[src/sv/btb_pkg.sv]
// ----------------------------------------------------------------------------
// btb_pkg
// Shared constants and types of the branch target buffer predictor.
// ----------------------------------------------------------------------------
package btb_pkg;

  localparam int unsigned HIST_W      = 8;
  localparam int unsigned TAG_W       = 30;
  localparam int unsigned ADDR_W      = 32;
  localparam int unsigned CNT_W       = 2;
  localparam int unsigned ALIGN_SH    = 2;
  localparam int unsigned SHARE_LSB   = 2;
  localparam int unsigned SHARE_MID   = 16;
  localparam int unsigned DEF_ENTRIES = 32;

  localparam logic [1:0] CMD_PREDICT = 2'd0;
  localparam logic [1:0] CMD_UPDATE  = 2'd1;
  localparam logic [1:0] CMD_CLEAR   = 2'd2;

  localparam logic [2:0] REG_BTB_LOG2  = 3'd0;
  localparam logic [2:0] REG_HIST_BITS = 3'd1;
  localparam logic [2:0] REG_TAG_BITS  = 3'd2;
  localparam logic [2:0] REG_INIT      = 3'd3;
  localparam logic [2:0] REG_GLB_HIST  = 3'd4;
  localparam logic [2:0] REG_GLB_TABLE = 3'd5;
  localparam logic [2:0] REG_SHARE     = 3'd6;

  localparam logic [1:0] SHARE_NONE = 2'd0;
  localparam logic [1:0] SHARE_LO   = 2'd1;

  localparam logic [CNT_W-1:0] RST_INIT = 2'd1;

  typedef struct packed {
    logic [TAG_W-1:0]  tag;
    logic [ADDR_W-1:0] target;
    logic [HIST_W-1:0] hist;
  } row_t;

endpackage

[src/sv/btb_row_ram.sv]
// ----------------------------------------------------------------------------
// btb_row_ram
// Per-row tag, target and history memory with a registered read port.
// ----------------------------------------------------------------------------
module btb_row_ram import btb_pkg::*; #(
  parameter int unsigned AW = 5
) (
  input  logic          clk,
  input  logic          we,
  input  logic [AW-1:0] waddr,
  input  row_t          wdata,
  input  logic          re,
  input  logic [AW-1:0] raddr,
  output row_t          rdata
);

  row_t mem [(1 << AW)];
  row_t rdata_r;

  always_ff @(posedge clk) begin
    if (we) begin
      mem[waddr] <= wdata;
    end
    if (re) begin
      rdata_r <= mem[raddr];
    end
  end

  assign rdata = rdata_r;

endmodule

[config.mk]
export PLATFORM = sky130hd
export DESIGN_NAME = btb_row_ram
export DESIGN_NICKNAME = d
export VERILOG_FILES = /design/src/sv/btb_pkg.sv /design/src/sv/btb_row_ram.sv
export SDC_FILE = /design/constraint.sdc
export NUM_CORES = 2
export LEC_CHECK = 0
export BUFFER_PORTS_ARGS = -buffer_cell sky130_fd_sc_hd__buf_4
export CORE_MARGIN = 2
export CORE_UTILIZATION = 45
export DETAILED_ROUTE_END_ITERATION = 8
export GPL_ROUTABILITY_DRIVEN = 1
export GPL_TIMING_DRIVEN = 0
export PLACE_DENSITY = 0.6
export REMOVE_ABC_BUFFERS = 1
export SLEW_MARGIN = 20
export SYNTH_ARGS = -nofsm -noshare
export SYNTH_HDL_FRONTEND = slang
export SYNTH_SLANG_ARGS = --single-unit
[constraint.sdc]
create_clock -name clk -period 4.88 [get_ports clk]
set_input_delay 0.976 -clock clk [delete_from_list [all_inputs] [get_ports clk]]
set_output_delay 0.976 -clock clk [all_outputs]
set_load 0.05 [all_outputs]
==> results.sh <==
export IMPL_detail_route_wirelength_um=211000
export IMPL_final_layout_size_suffix_gt1_share_pct=35.6
export IMPL_critical_path_cell_by_cell="buf_16 > buf_16 > buf_16 > buf_16 > mux4_2 > mux4_2 > mux2_2"
export IMPL_synthMuxAreaShare_pct=18.5
export IMPL_worst_path_most_repeated_cell="sky130_fd_sc_hd__buf_16"
export IMPL_synth_seq_cells=2310
export IMPL_critPathMaxStageDelay_ns=0.60
export IMPL_clock_tree_root_cell="sky130_fd_sc_hd__clkbuf_16"
export IMPL_grt_max_degree=82
export IMPL_post_drt_via_cell_ratio=5.97
export IMPL_powerDensity_mw_per_mm2=398
export IMPL_timing_final_setup_violations=0
export IMPL_fmax_mhz=256
export IMPL_share_of_the_synthesized_netlist_area_taken_by_xor_and_xnor_gates_pct=0
export IMPL_synthDominantCellAreaShare_pct=79.6
export IMPL_max_stage_delay_cell_worst_path="sky130_fd_sc_hd__mux4_2"
export IMPL_placed_cells=6094
export IMPL_first_iter_violations=4623
export IMPL_grt_util_all_layers_pct=21.6
export IMPL_synth_lib_cells_used_distinct=30
export IMPL_globalRoute_totalOverflow=0
export IMPL_dpl_hpwl_um=126000
export IMPL_detailroute_via_count=38900
export IMPL_cts_sinks=2310
export IMPL_slew_headroom_pct=31.8
export IMPL_tritoncts_num_buffers=220
export IMPL_timing_final_hold_violations=0
export IMPL_multi_input_area_mm2=0.0171
export IMPL_rsz0062_at_grt="false"
export IMPL_i_o_pin_count=153
export IMPL_synth_area_mm2=0.0871
export IMPL_fin_worst_skew_ns=0.0282
export IMPL_syn_inst=3388
export IMPL_drv_cap=0
export IMPL_initial_antenna_violation_count=15
export IMPL_cts_htree_levels=4
export IMPL_detail_route_antenna_nets=0
export IMPL_area_delta_synth_final_pct=17.8
export IMPL_hold_path_class="input pin to flip-flop"
export IMPL_clk_path_buf_depth=3
export IMPL_worstPathRequired_ns=5.48
export IMPL_post_route_min_period_ns=3.90
export IMPL_maxUsedRoutingLayer="met5"
export IMPL_cts_post_setup_buffers_inserted=0
export IMPL_clock_transition_time_at_the_flip_flop_clock_pins_of_the_worst_setup_and_hold_paths_ns=0.06
export IMPL_synth_warning_count=0
export IMPL_post_cts_resized_instances=0
export IMPL_largest_family_of_logic_cells_by_synthesized_area="multiplexers"
export IMPL_initial_core_utilization_pct=45.3
export IMPL_routed_wl_met2_um=105000
export IMPL_route_detailed_wl_per_inst_um=32.4
export IMPL_leading_post_synthesis_cells_by_cell_area="sky130_fd_sc_hd__edfxtp_1 (80%), sky130_fd_sc_hd__mux4_2 (17%), sky130_fd_sc_hd__mux2_2 (1.0%), sky130_fd_sc_hd__mux2i_1 (0.52%), sky130_fd_sc_hd__buf_2 (0.37%)"
export IMPL_clkLatencyLatePin_ns=0.87
export IMPL_run_status="finished clean"
export IMPL_floorplan_die_height_um=444
export IMPL_vias_in_the_first_global_route=39900
export IMPL_peakVddDrop_mv=0.433
export IMPL_die_area_mm2=0.197
export IMPL_timing_final_max_slew_violations=0
export IMPL_yosysSeqAreaShare_pct=79.6
export IMPL_route_layer_met1_wl_um=87700
export IMPL_placement_io_buffers=152
export IMPL_finish_cell_count_without_fillers=6510
export IMPL_cts_tree="done"
export IMPL_synth_simple_gate_area_share_pct=0.363
export IMPL_first_pass_grt_wire_length_um=301000
export IMPL_sequential_cell_area_mm2=0.0694
export IMPL_period_share_pct=80.0
export IMPL_netlist_top_cell_by_area="sky130_fd_sc_hd__edfxtp_1"
export IMPL_core_area_mm2=0.192
export IMPL_nNetsFinal=3873
export IMPL_synth_compound_gate_area_share_pct=0.491
export IMPL_total_power_mw=40.9
export IMPL_drcViolationCount=0
export IMPL_die_x_um=444
export IMPL_timing_worst_setup_path_type="input pin to flip-flop"
export IMPL_cp_max_fo=81
export IMPL_measured_slew_at_the_worst_slew_check_pin_ns=1.02
export IMPL_static_leakage_power_nw=31.9
export IMPL_syn_avg_cell_area_um2=25.7
export IMPL_wl_met3_um=13200
export IMPL_fillers=14100
export IMPL_postCtsHoldBufs=0
export IMPL_gp_routability_congestion=0.681
export IMPL_yosys_area_share_adder_pct=0
export IMPL_crit_path_start_kind="input pin"
export IMPL_cp_data_arrival_time_ns=4.50
export IMPL_critPathCaptureType="flip-flop"
export IMPL_fp_row_count=161
export IMPL_firstDrtPassIters=7
[power breakdown]
part / internal, mW / switching [mW]
sequential: 22.1 / 0.0793
clock: 9.20 / 7.26
combinational: 0.936 / 1.25
total: 32.3 / 8.58
[state kept, by name, indices dropped and copies added (netlist names)]
register,count
mem,2240
rdata,70
[Yosys cell counts]
cell type,n
sky130_fd_sc_hd__buf_4,19
sky130_fd_sc_hd__or3_1,1
sky130_fd_sc_hd__nand2_1,2
sky130_fd_sc_hd__edfxtp_1,2310
sky130_fd_sc_hd__o31a_1,3
sky130_fd_sc_hd__o22ai_1,10
sky130_fd_sc_hd__nor2b_1,5
sky130_fd_sc_hd__a22oi_1,3
sky130_fd_sc_hd__nand3b_1,5
sky130_fd_sc_hd__nor2_1,39
sky130_fd_sc_hd__o2bb2ai_1,4
sky130_fd_sc_hd__o21ai_0,11
sky130_fd_sc_hd__o211ai_1,3
sky130_fd_sc_hd__a2111oi_0,1
sky130_fd_sc_hd__o221ai_1,4
sky130_fd_sc_hd__a211oi_1,5
sky130_fd_sc_hd__buf_1,13
sky130_fd_sc_hd__clkbuf_1,72
sky130_fd_sc_hd__clkinv_1,1
sky130_fd_sc_hd__nor3b_1,1
sky130_fd_sc_hd__buf_2,64
sky130_fd_sc_hd__mux2i_1,45
sky130_fd_sc_hd__nand2b_1,2
sky130_fd_sc_hd__and2_1,5
sky130_fd_sc_hd__or3b_2,3
sky130_fd_sc_hd__mux2_2,79
sky130_fd_sc_hd__nand3_1,2
sky130_fd_sc_hd__a221oi_1,14
sky130_fd_sc_hd__buf_6,5
sky130_fd_sc_hd__mux4_2,657
[kinds of logic after synthesis]
family                 count (synthesis)
DFF                                 2310
muxes                                781
buffers and inverters                174
and+or+nand+nor                       65
AOI/OAI and AO/OA                     58
[placed cells by master, fill, tap and decap left out, types with 5 or more instances in the layout]
cell type | synthesis | routed
sky130_fd_sc_hd__diode_2 | 0 | 10
sky130_fd_sc_hd__and2_1 | 5 | 5
sky130_fd_sc_hd__buf_12 | 0 | 85
sky130_fd_sc_hd__mux2_2 | 79 | 79
sky130_fd_sc_hd__nor2_4 | 0 | 32
sky130_fd_sc_hd__o22ai_1 | 10 | 10
sky130_fd_sc_hd__a211oi_1 | 5 | 5
sky130_fd_sc_hd__buf_4 | 19 | 146
sky130_fd_sc_hd__clkinv_1 | 1 | 57
sky130_fd_sc_hd__clkinv_2 | 0 | 34
sky130_fd_sc_hd__nor2_1 | 39 | 6
sky130_fd_sc_hd__bufinv_16 | 0 | 16
sky130_fd_sc_hd__a221oi_1 | 14 | 14
sky130_fd_sc_hd__o21ai_0 | 11 | 11
sky130_fd_sc_hd__edfxtp_1 | 2310 | 2310
sky130_fd_sc_hd__mux2i_1 | 45 | 45
sky130_fd_sc_hd__clkinv_8 | 0 | 5
sky130_fd_sc_hd__inv_6 | 0 | 6
sky130_fd_sc_hd__nand3b_1 | 5 | 5
sky130_fd_sc_hd__clkbuf_16 | 0 | 222
sky130_fd_sc_hd__clkbuf_1 | 72 | 62
sky130_fd_sc_hd__mux4_2 | 657 | 657
sky130_fd_sc_hd__buf_16 | 0 | 115
sky130_fd_sc_hd__buf_8 | 0 | 7
[worst paths after layout]
check | slack, ns | start | depth (start not counted) | end
hold / removal | 0.51 | wdata[63] | 1 | mem[11][63]
setup reg to reg | 2.88 | mem[17][50] | 3 | rdata[50]
setup / recovery | 0.98 | raddr[0] | 7 | rdata[35]
hold reg to reg | 0.89 | mem[4][6] | 3 | rdata[6]
[per-layer routing]
layer | up-vias | track usage, %
li1 | 15700 | -
met1 | 21400 | 30.7
met2 | 1437 | 35.1
met3 | 302 | 3.38
met4 | 6 | 5.79
met5 | - | 0
[area by class of cell]
type / instances / area share (%)
Antenna cell: 10 / 0.0244
Clock buffer: 284 / 5.64
Clock inverter: 122 / 1.04
Inverter: 1 / 0.00488
Multi-Input combinational cell: 904 / 16.7
Sequential cell: 2310 / 67.6
Tap cell: 2526 / 3.08
Timing Repair Buffer: 353 / 5.91
[metrics by stage]
stage	TNS [ns]	setup WS (ns)	cell area, µm²	hold WS, ns	util [%]
2_1_floorplan	-75.53	-0.104	86300	0.793	-
3_3_place_gp	-	-9.53	90600	0.912	47.1
3_5_place_dp	-0.323	-0.0659	95700	0.888	49.8
4_1_cts	0	0.869	103000	0.451	53.3
5_1_grt	0	0.693	103000	0.480	53.3
6_report	0	0.978	103000	0.512	53.3
[critical path, delay by kind of cell]
family                 cells  cell delay, ns
muxes                      3            1.40
buffers and inverters      4            1.66
Power figures use the tool's default switching activity.
