`src/sv/btb_pkg.sv`:
```
// ----------------------------------------------------------------------------
// btb_pkg
// Shared constants and types of the branch target buffer predictor.
// ----------------------------------------------------------------------------
package btb_pkg;

  localparam int unsigned HIST_W      = 8;
  localparam int unsigned TAG_W       = 30;
  localparam int unsigned ADDR_W      = 32;
  localparam int unsigned CNT_W       = 2;
  localparam int unsigned ALIGN_SH    = 2;
  localparam int unsigned SHARE_LSB   = 2;
  localparam int unsigned SHARE_MID   = 16;
  localparam int unsigned DEF_ENTRIES = 32;

  localparam logic [1:0] CMD_PREDICT = 2'd0;
  localparam logic [1:0] CMD_UPDATE  = 2'd1;
  localparam logic [1:0] CMD_CLEAR   = 2'd2;

  localparam logic [2:0] REG_BTB_LOG2  = 3'd0;
  localparam logic [2:0] REG_HIST_BITS = 3'd1;
  localparam logic [2:0] REG_TAG_BITS  = 3'd2;
  localparam logic [2:0] REG_INIT      = 3'd3;
  localparam logic [2:0] REG_GLB_HIST  = 3'd4;
  localparam logic [2:0] REG_GLB_TABLE = 3'd5;
  localparam logic [2:0] REG_SHARE     = 3'd6;

  localparam logic [1:0] SHARE_NONE = 2'd0;
  localparam logic [1:0] SHARE_LO   = 2'd1;

  localparam logic [CNT_W-1:0] RST_INIT = 2'd1;

  typedef struct packed {
    logic [TAG_W-1:0]  tag;
    logic [ADDR_W-1:0] target;
    logic [HIST_W-1:0] hist;
  } row_t;

endpackage

```
`src/sv/btb_cnt_ram.sv`:
```
// ----------------------------------------------------------------------------
// btb_cnt_ram
// Two-bit counter memory, one write port and one registered read port.
// ----------------------------------------------------------------------------
module btb_cnt_ram import btb_pkg::*; #(
  parameter int unsigned AW = 8
) (
  input  logic             clk,
  input  logic             we,
  input  logic [AW-1:0]    waddr,
  input  logic [CNT_W-1:0] wdata,
  input  logic             re,
  input  logic [AW-1:0]    raddr,
  output logic [CNT_W-1:0] rdata
);

  logic [CNT_W-1:0] mem [(1 << AW)];
  logic [CNT_W-1:0] rdata_r;

  always_ff @(posedge clk) begin
    if (we) begin
      mem[waddr] <= wdata;
    end
    if (re) begin
      rdata_r <= mem[raddr];
    end
  end

  assign rdata = rdata_r;

endmodule

```
`config.mk`:
```
export PLATFORM = sky130hd
export DESIGN_NAME = btb_cnt_ram
export DESIGN_NICKNAME = d
export VERILOG_FILES = /design/src/sv/btb_pkg.sv /design/src/sv/btb_cnt_ram.sv
export SDC_FILE = /design/constraint.sdc
export NUM_CORES = 1
export LEC_CHECK = 0
export BUFFER_PORTS_ARGS = -buffer_cell sky130_fd_sc_hd__buf_4
export CAP_MARGIN = 20
export CORE_UTILIZATION = 30
export CTS_CLUSTER_DIAMETER = 150
export DETAILED_ROUTE_END_ITERATION = 10
export GPL_TIMING_DRIVEN = 0
export PLACE_DENSITY = 0.51
export SYNTH_ARGS = -nofsm -noshare
export SYNTH_HDL_FRONTEND = slang
export SYNTH_SLANG_ARGS = --single-unit
```
`constraint.sdc`:
```
create_clock -name clk -period 6.53 [get_ports clk]
set_input_delay 0.653 -clock clk [delete_from_list [all_inputs] [get_ports clk]]
set_output_delay 0.653 -clock clk [all_outputs]
set_load 0.01 [all_outputs]
```
==> results of run 1 <==
logic make-up after synthesis:
| family | after synthesis | synth area share (%) |
|---|---|---|
| buf+inv | 96 | 2.92 |
| compound gates | 107 | 3.85 |
| flops | 514 | 72.1 |
| mux | 171 | 14.4 |
| simple gates | 354 | 6.75 |
cell type report:
type                       count  area, um^2
fill                        6611       45800
sequential                   514       15400
multi-input combinational    632        5340
clock buffer                  69        1430
tap                          940        1180
buffer                        90         602
timing repair buffer          25         307
clock inverter                27         156
inverter                       6        22.5
power groups by stage:
stage / clock, mW / combinational, mW / sequential, mW
3_3_place_gp: 0 / 0.409 / 3.72
5_1_grt: 2.98 / 0.439 / 3.64
3_5_place_dp: 0 / 0.418 / 3.71
2_1_floorplan: 0 / 0.216 / 3.71
6_report: 2.82 / 0.420 / 3.64
4_1_cts: 2.87 / 0.419 / 3.64
placed cells by master, fill, tap and decap left out, drive strengths merged, types with 2 or more instances in the layout:
cell type	synthesis	layout
a2111oi	8	8
a211oi	11	11
a21oi	9	9
a221o	2	2
a221oi	7	7
a222oi	2	2
a22o	8	8
a22oi	4	4
a31o	2	2
a31oi	2	2
and2	3	3
and2b	2	2
buf	34	59
clkbuf	55	124
clkinv	0	21
clkinvlp	0	4
edfxtp	514	514
inv	6	7
mux2	8	8
mux2i	61	61
mux4	102	102
nand2	29	29
nand2b	2	2
nand3	27	27
nand4	9	9
nor2	268	268
nor2b	11	11
o211ai	2	2
o21ai	17	17
o221ai	16	16
o22ai	8	8
o2bb2ai	2	2
o31ai	4	4
through the flow:
stage / util (%) / instances
after floorplan: - / 1242
after global placement: 32.3 / 2195
after detailed placement: 32.5 / 2205
after CTS: 34.8 / 2301
after global routing: 34.8 / 2303
final: 34.8 / 2303
final timing paths:
check | startpoint | endpoint | slack, ps | depth (start not counted)
worst max register to register | mem[145][1] | rdata[1] | 4040 | 6
worst max-delay path | raddr[1] | rdata[1] | 3410 | 8
worst min-delay path | re | rdata[1] | 250 | 1
worst min register to register | mem[96][1] | rdata[1] | 1140 | 6
routing by layer:
layer / vias to the layer above / wire (um) / global-route usage (%)
met5: - / 13 / 0
met1: 6170 / 26900 / 23.3
met4: 2 / 1670 / 5.07
met3: 96 / 4580 / 4.72
met2: 425 / 28800 / 27.7
li1: 5083 / - / -
flip-flops by register name, indices dropped and copies added (netlist names):
signal,flops
mem,512
rdata,2
==> impl_metrics.csv, run 1 <==
group,metric,value,unit
outcome,outcome,"completed",
drt,first_pass_iters,7,
drt,drt_wl_total,61.9,mm
clocking,cts_buffers,54,
timing,max_freq,0.321,GHz
logic_synthesis,synth_top_area_cell,"edfxtp_1",
floorplanning,die-area,0.0724,mm^2
logic_synthesis,synth-async-reset-ratio,0,%
logic_synthesis,synth_cell_types,50,
placement,dpl_worst_slack,2830,ps
clocking,cts_resized,0,
floorplanning,rows,97,
timing,fin_tns_setup,0,ps
hold_path,min_path_type,"in2reg",
clocking,cts.sinks,514,
logic_synthesis,syn_avg_cell_area,17.2,um^2
clocking,clk_pin_slew,60,ps
timing,hold_violations,0,
timing,rsz0062_at_grt,"no",
logic_synthesis,yosysWarningCount,0,
timing,fin_skew,20.7,ps
logic_synthesis,synthTopCellsByArea,"edfxtp_1 72%, mux4_2 8.6%, nor2_1 4.7%, mux2i_1 2.9%, mux4_1 2.5%",
logic_synthesis,ys.flop_type,"edfxtp_1",
power,seqPwrFrac,52.9,%
power,p_leak,7.45,nW
power,power.total,6.88,mW
floorplanning,io-pin-count,23,
layout,design_area,0.0245,mm^2
floorplanning,start_util,30.5,%
floorplanning,fp.dieW,269,um
worst_setup_path,cp_data_arrival_time,3440,ps
global_route,grt_pass1_wl,87.8,mm
floorplanning,core_area,0.0703,mm^2
timing,hold_ws,248,ps
power,pwr-share-clk,41.0,%
timing,post-route-min-period,3120,ps
worst_setup_path,path_cells,"buf_2 > clkbuf_1 > mux4_2 > a22o_1 > a211oi_1 > o31ai_1 > o22ai_2 > a311oi_2",
worst_setup_path,cp_slowest_cell,"clkbuf_1",
power,p_int,5.35,mW
floorplanning,die_h,269,um
worst_setup_path,critPathBufInv,2,
clocking,cts_max_path_buffers,3,
global_route,grt.total_usage,17.4,%
global_route,overflow,0,
power,p_comb_share,6.1,%
clocking,hold_buffers,0,
logic_synthesis,synth_cells,1242,
logic_synthesis,yosysMostFrequentCell,"edfxtp_1",
layout,nets,1344,
logic_synthesis,syn-num-nets,1263,
logic_synthesis,ys_top_cells_by_count,"514 x edfxtp_1, 268 x nor2_1, 82 x mux4_2",
drt,post_drt_wl_per_cell,26.9,um
timing,drv_slew,0,
power,ir_drop,0.188,mV
logic_synthesis,netlist.area_leader.share,72.1,%
worst_setup_path,start_kind,"input port",
placement,dp_hpwl,41.9,mm
logic_synthesis,ys_ff_latch,514,
worst_setup_path,required,6860,ps
timing,worst_slew_pin_slew,1150,ps
drt,drc_errors,0,
worst_setup_path,crit_path_end_kind,"flip-flop",
drt,ant_nets,0,
power,p_switching,1.53,mW
drt,vias,11800,
worst_setup_path,crit_family,"compound AO/OA/AOI/OAI gates",
power,powerDensity,281,mW/mm^2
timing,period_share,47.7,%
timing,slew_headroom,23.5,%
layout,synthToLayoutAreaGrowth,14.3,%
placement,gp_congestion,0.884,
worst_setup_path,worstSetupPathType,"in2reg",
logic_synthesis,synth_area,0.0214,mm^2
placement,placed_area,0.0229,mm^2
power,switching_share,22.2,%
global_route,antenna_found_initial,1,
placement,io_buffers,13,
clocking,postCtsSetupBuffers,0,
worst_setup_path,slowest_delay,790,ps
drt,routed_via_density,5.11,
worst_setup_path,critPathMaxFanout,10,
run,drv_cap,0,
drt,drt_iter0_markers,1310,
clocking,root_buffer,"clkbuf_16",
clocking,htree_levels,2,
timing,setup_viol,0,
clocking,tritoncts,"yes",
global_route,grt_pass1_vias,12200,
logic_synthesis,synth_edf_count,514,
clocking,clk_latency,610,ps
logic_synthesis,seq_area_frac_synth,72.1,%
layout,layout-drive-gt1-share,16.4,%
layout,antennaDiodeCount,0,
global_route,grt_start_max_net_pins,168,
timing,worst_slack,3410,ps
Note: power is estimated with default switching activity, not from simulation.
==> run 2, diff against run 1 <==
- PLACE_DENSITY: 0.51 -> 0.52
- clock period: 6.53 -> 2.7 ns (I/O delays scaled with it)
==> impl_metrics.csv, run 2 (synthesized netlist as in run 1, its figures left out) <==
group,metric,value,unit
outcome,outcome,"completed",
global_route,antenna_found_initial,0,
placement,dp_hpwl,41.7,mm
clocking,clk_latency,620,ps
global_route,grt_pass1_wl,88.4,mm
drt,ant_nets,0,
power,switching_share,21.9,%
timing,slew_headroom,19.5,%
layout,layout-drive-gt1-share,16.6,%
floorplanning,io-pin-count,23,
clocking,cts_buffers,54,
floorplanning,rows,97,
power,p_comb_share,6.0,%
timing,drv_slew,0,
timing,period_share,98.8,%
worst_setup_path,critPathMaxFanout,10,
drt,vias,12000,
layout,seqCellArea,0.0154,mm^2
placement,gp_congestion,0.890,
timing,hold_violations,0,
clocking,cts_max_path_buffers,3,
worst_setup_path,crit_family,"compound AO/OA/AOI/OAI gates",
drt,routed_via_density,5.19,
drt,first_pass_iters,7,
clocking,clk_pin_slew,60,ps
worst_setup_path,cp_data_arrival_time,2980,ps
hold_path,min_path_type,"in2reg",
layout,largest_register,"mem",
floorplanning,die-area,0.0724,mm^2
clocking,cts.sinks,514,
worst_setup_path,slowest_delay,680,ps
timing,fin_tns_setup,0,ps
worst_setup_path,worstSetupPathType,"in2reg",
global_route,grt.total_usage,17.4,%
layout,largest_reg_flops,512,
power,power.total,17.0,mW
power,p_switching,3.72,mW
layout,fin_cells,2308,
timing,rsz0062_at_grt,"no",
layout,layout_common_cells,"514 x edfxtp_1, 268 x nor2_1, 82 x mux4_2",
power,seqPwrFrac,51.8,%
placement,io_buffers,13,
layout,fillers,6668,
global_route,overflow,0,
global_route,top_usage_layer,"met2",
placement,dp_cells,2204,
global_route,grtUsageMet1,24.0,%
power,pwr-share-clk,42.3,%
power,ir_drop,0.501,mV
worst_setup_path,path_cells,"buf_4 > buf_2 > clkbuf_1 > buf_8 > mux4_2 > a211oi_1 > o31ai_1 > o22ai_2 > a311oi_2",
worst_setup_path,required,3010,ps
layout,layout_commonest_cell,"edfxtp_1",
timing,max_freq,0.375,GHz
worst_setup_path,crit_path_end_kind,"flip-flop",
timing,fin_skew,18.0,ps
global_route,grt_start_max_net_pins,139,
global_route,grtUsageMet2,28.0,%
layout,multi_input_area,0.00534,mm^2
floorplanning,die_h,269,um
worst_setup_path,start_kind,"input port",
placement,dpl_worst_slack,-715,ps
global_route,use_met3,2.58,%
clocking,tritoncts,"yes",
layout,design_area,0.0246,mm^2
placement,placed_area,0.0229,mm^2
layout,fin_util,35.0,%
power,p_leak,7.51,nW
timing,hold_ws,113,ps
power,p_int,13.3,mW
timing,post-route-min-period,2670,ps
floorplanning,fp.dieW,269,um
global_route,grt_pass1_vias,12200,
drt,drt_iter0_markers,1402,
timing,setup_viol,0,
timing,worst_slew_pin_slew,1210,ps
floorplanning,core_area,0.0703,mm^2
layout,nets,1345,
worst_setup_path,critPathBufInv,4,
floorplanning,start_util,30.5,%
timing,worst_slack,31.1,ps
drt,drt_wl_total,61.7,mm
drt,drc_errors,0,
layout,synthToLayoutAreaGrowth,14.8,%
power,powerDensity,692,mW/mm^2
drt,post_drt_wl_per_cell,26.8,um
clocking,root_buffer,"clkbuf_16",
run,drv_cap,0,
worst_setup_path,cp_slowest_cell,"a211oi_1",
clocking,htree_levels,2,
[run 2: cell types whose count changed in the layout (fill, tap and decap cells not counted), moves of 2 or more]
cell and change:
bufinv_16 +4, clkinvlp_4 -4, buf_6 -2, buf_4 +2
[run 2: path summary, 6_finish.rpt]
path	from	endpoint	slack, ps	cells after the start
worst max-delay path	raddr[3]	rdata[1]	30	9
worst min-delay path	wdata[0]	mem[169][0]	110	1
worst max register to register	mem[41][1]	rdata[1]	130	6
worst min register to register	mem[96][1]	rdata[1]	1170	6
[run 2: final cells by class]
class,count,area share (%)
diodes,1,0.0102
plain buffers,90,2.45
clock buffers,70,5.74
clock inverters,29,1.11
inverters,6,0.0916
multi-input cells,632,21.7
flip-flops and latches,514,62.8
well taps,940,4.79
repair buffers,26,1.26
[run 2: timing repair]
item                                   in CTS  in global routing
endpoints found under the hold margin       2                  0
resized for setup                           1                  0
setup endpoints to repair                   1                  1
cloned                                      0                  0
hold buffers                                1                  0
pin swaps                                   0                  1
buffers inserted                            0                  2
[run 2: layer usage]
layer	wire (um)	vias up
met5	0	-
met4	1920	0
met3	4320	102
met2	29200	556
met1	26300	6225
li1	-	5088
[run 2: worst reg2reg max path, cell delays in order (launching register included)]
cell and delay [ps]:
edfxtp_1 380, mux4_2 470, a22o_1 260, a211oi_1 640, o31ai_1 160, o22ai_2 270
a311oi_2 110
[run 2: power by group through the flow]
stage,combinational (mW),clock [mW],sequential [mW]
floorplan,0.522,0,8.98
global placement,0.986,0,8.99
detailed placement,1.01,0,8.97
CTS,1.02,7.29,8.81
global route,1.06,7.58,8.80
finish,1.01,7.19,8.81
==> run 3, diff against run 2 <==
- ABC_AREA: default -> 0
- CORE_ASPECT_RATIO: default -> 1.25
==> impl_metrics.csv, run 3 (synthesized netlist as in run 1, its figures left out) <==
group,metric,value,unit
outcome,outcome,"complete, but fails checks",
outcome,violations,"setup timing",
power,p_int,12.6,mW
worst_setup_path,required,3000,ps
power,powerDensity,663,mW/mm^2
clocking,clk_pin_slew,60,ps
clocking,cts_max_path_buffers,3,
timing,period_share,101,%
clocking,cts.sinks,514,
timing,slew_headroom,19.3,%
global_route,grt_pass1_wl,89.6,mm
clocking,cts_buffers,50,
drt,first_pass_iters,5,
power,seqPwrFrac,54.5,%
placement,io_buffers,13,
power,p_switching,3.59,mW
timing,hold_violations,0,
layout,fillers,6872,
floorplanning,die-area,0.0724,mm^2
timing,rsz0062_at_grt,"no",
worst_setup_path,cp_data_arrival_time,3030,ps
placement,dpl_worst_slack,-759,ps
power,p_leak,7.42,nW
global_route,antenna_found_initial,0,
drt,wl_met2,33.2,mm
floorplanning,core_area,0.0706,mm^2
hold_path,min_path_type,"in2reg",
drt,wl_met1,24.5,mm
power,ir_drop,0.653,mV
layout,antennaDiodeCount,0,
timing,fin_tns_setup,-22.6,ps
global_route,overflow,0,
global_route,grt_start_max_net_pins,163,
drt,dr_wl_met3,2.97,mm
worst_setup_path,reg2reg_depth,5,
placement,gp_congestion,0.838,
layout,design_area,0.0244,mm^2
timing,hold_ws,150,ps
floorplanning,io-pin-count,23,
layout,layout_common_cells,"514 x edfxtp_1, 268 x nor2_1, 82 x mux4_2",
drt,routed_via_density,5.15,
clocking,clk_latency,580,ps
drt,highest_layer,"met4",
run,drv_cap,0,
layout,layout_commonest_cell,"edfxtp_1",
placement,dp_hpwl,42.9,mm
floorplanning,start_util,30.3,%
timing,worst_slack,-22.6,ps
timing,worst_slew_pin_slew,1210,ps
floorplanning,die_h,301,um
clocking,htree_levels,2,
layout,largest_register,"mem",
drt,drt_wl_total,63.2,mm
drt,ant_nets,0,
layout,largest_reg_flops,512,
power,pwr-share-clk,39.2,%
power,p_comb_share,6.3,%
layout,synthToLayoutAreaGrowth,13.9,%
power,switching_share,22.2,%
worst_setup_path,start_kind,"input port",
global_route,grt.total_usage,17.7,%
worst_setup_path,critPathMaxFanout,10,
drt,drc_errors,0,
clocking,tritoncts,"yes",
floorplanning,fp.dieW,241,um
layout,layout-drive-gt1-share,16.2,%
drt,drt_iter0_markers,1220,
timing,fin_skew,11.0,ps
placement,placed_area,0.0229,mm^2
layout,nets,1344,
timing,drv_slew,0,
worst_setup_path,worstSetupPathType,"in2reg",
floorplanning,rows,109,
drt,vias,11800,
power,power.total,16.2,mW
clocking,root_buffer,"clkbuf_16",
worst_setup_path,crit_path_end_kind,"flip-flop",
global_route,grt_pass1_vias,12500,
timing,post-route-min-period,2720,ps
timing,setup_viol,1,
hold_path,hold_path_depth,1,
timing,max_freq,0.367,GHz
drt,post_drt_wl_per_cell,27.5,um
run 3: critical path, stage by stage:
cell and delay, ps:
clkdlybuf4s15_1 680, inv_1 340, clkbuf_2 320, a2111oi_0 510, o21ai_1 240, a31oi_1 520
a211oi_2 130
run 3: power groups by stage:
stage          logic, mW  clock network (mW)  registers (mW)
2_1_floorplan      0.522                   0            8.98
3_3_place_gp       0.989                   0            8.99
3_5_place_dp        1.02                   0            8.98
4_1_cts             1.02                6.42            8.81
5_1_grt             1.06                6.69            8.80
6_report            1.02                6.34            8.81
run 3: repair_timing:
item | in CTS | in global routing
setup endpoints to repair | 2 | 2
gates resized for setup | 2 | 6
buffers inserted | 1 | 0
hold endpoints to repair | 2 | 0
pin swaps | 1 | 0
hold buffers | 1 | 0
run 3: worst paths after layout:
check                   start           to  slack (ps)
setup / recovery     raddr[5]     rdata[0]         -20
hold / removal       wdata[1]  mem[155][1]         150
setup reg to reg  mem[172][0]     rdata[0]         150
hold reg to reg   mem[113][1]     rdata[1]        1230
run 3: area by class of cell:
cell class | instances | area [um^2] | area share [%]
Multi-Input combinational cell | 632 | 5350 | 21.9
Timing Repair Buffer | 29 | 354 | 1.45
Sequential cell | 514 | 15400 | 63.3
Inverter | 6 | 22.5 | 0.0924
Clock buffer | 64 | 1330 | 5.44
Buffer | 90 | 618 | 2.54
Tap cell | 943 | 1180 | 4.84
Clock inverter | 19 | 88.8 | 0.365
run 3: layer usage:
metal,vias to the layer above,GRT usage [%]
li1,5067,-
met1,6249,20.9
met2,401,32.0
met3,115,2.59
met4,0,7.05
met5,-,0
run 3: per-stage QoR:
step,cells,utilization (%)
floorplan,1242,-
global placement,2198,32.1
detailed placement,2211,32.4
CTS,2296,34.5
global route,2297,34.5
finish,2297,34.5
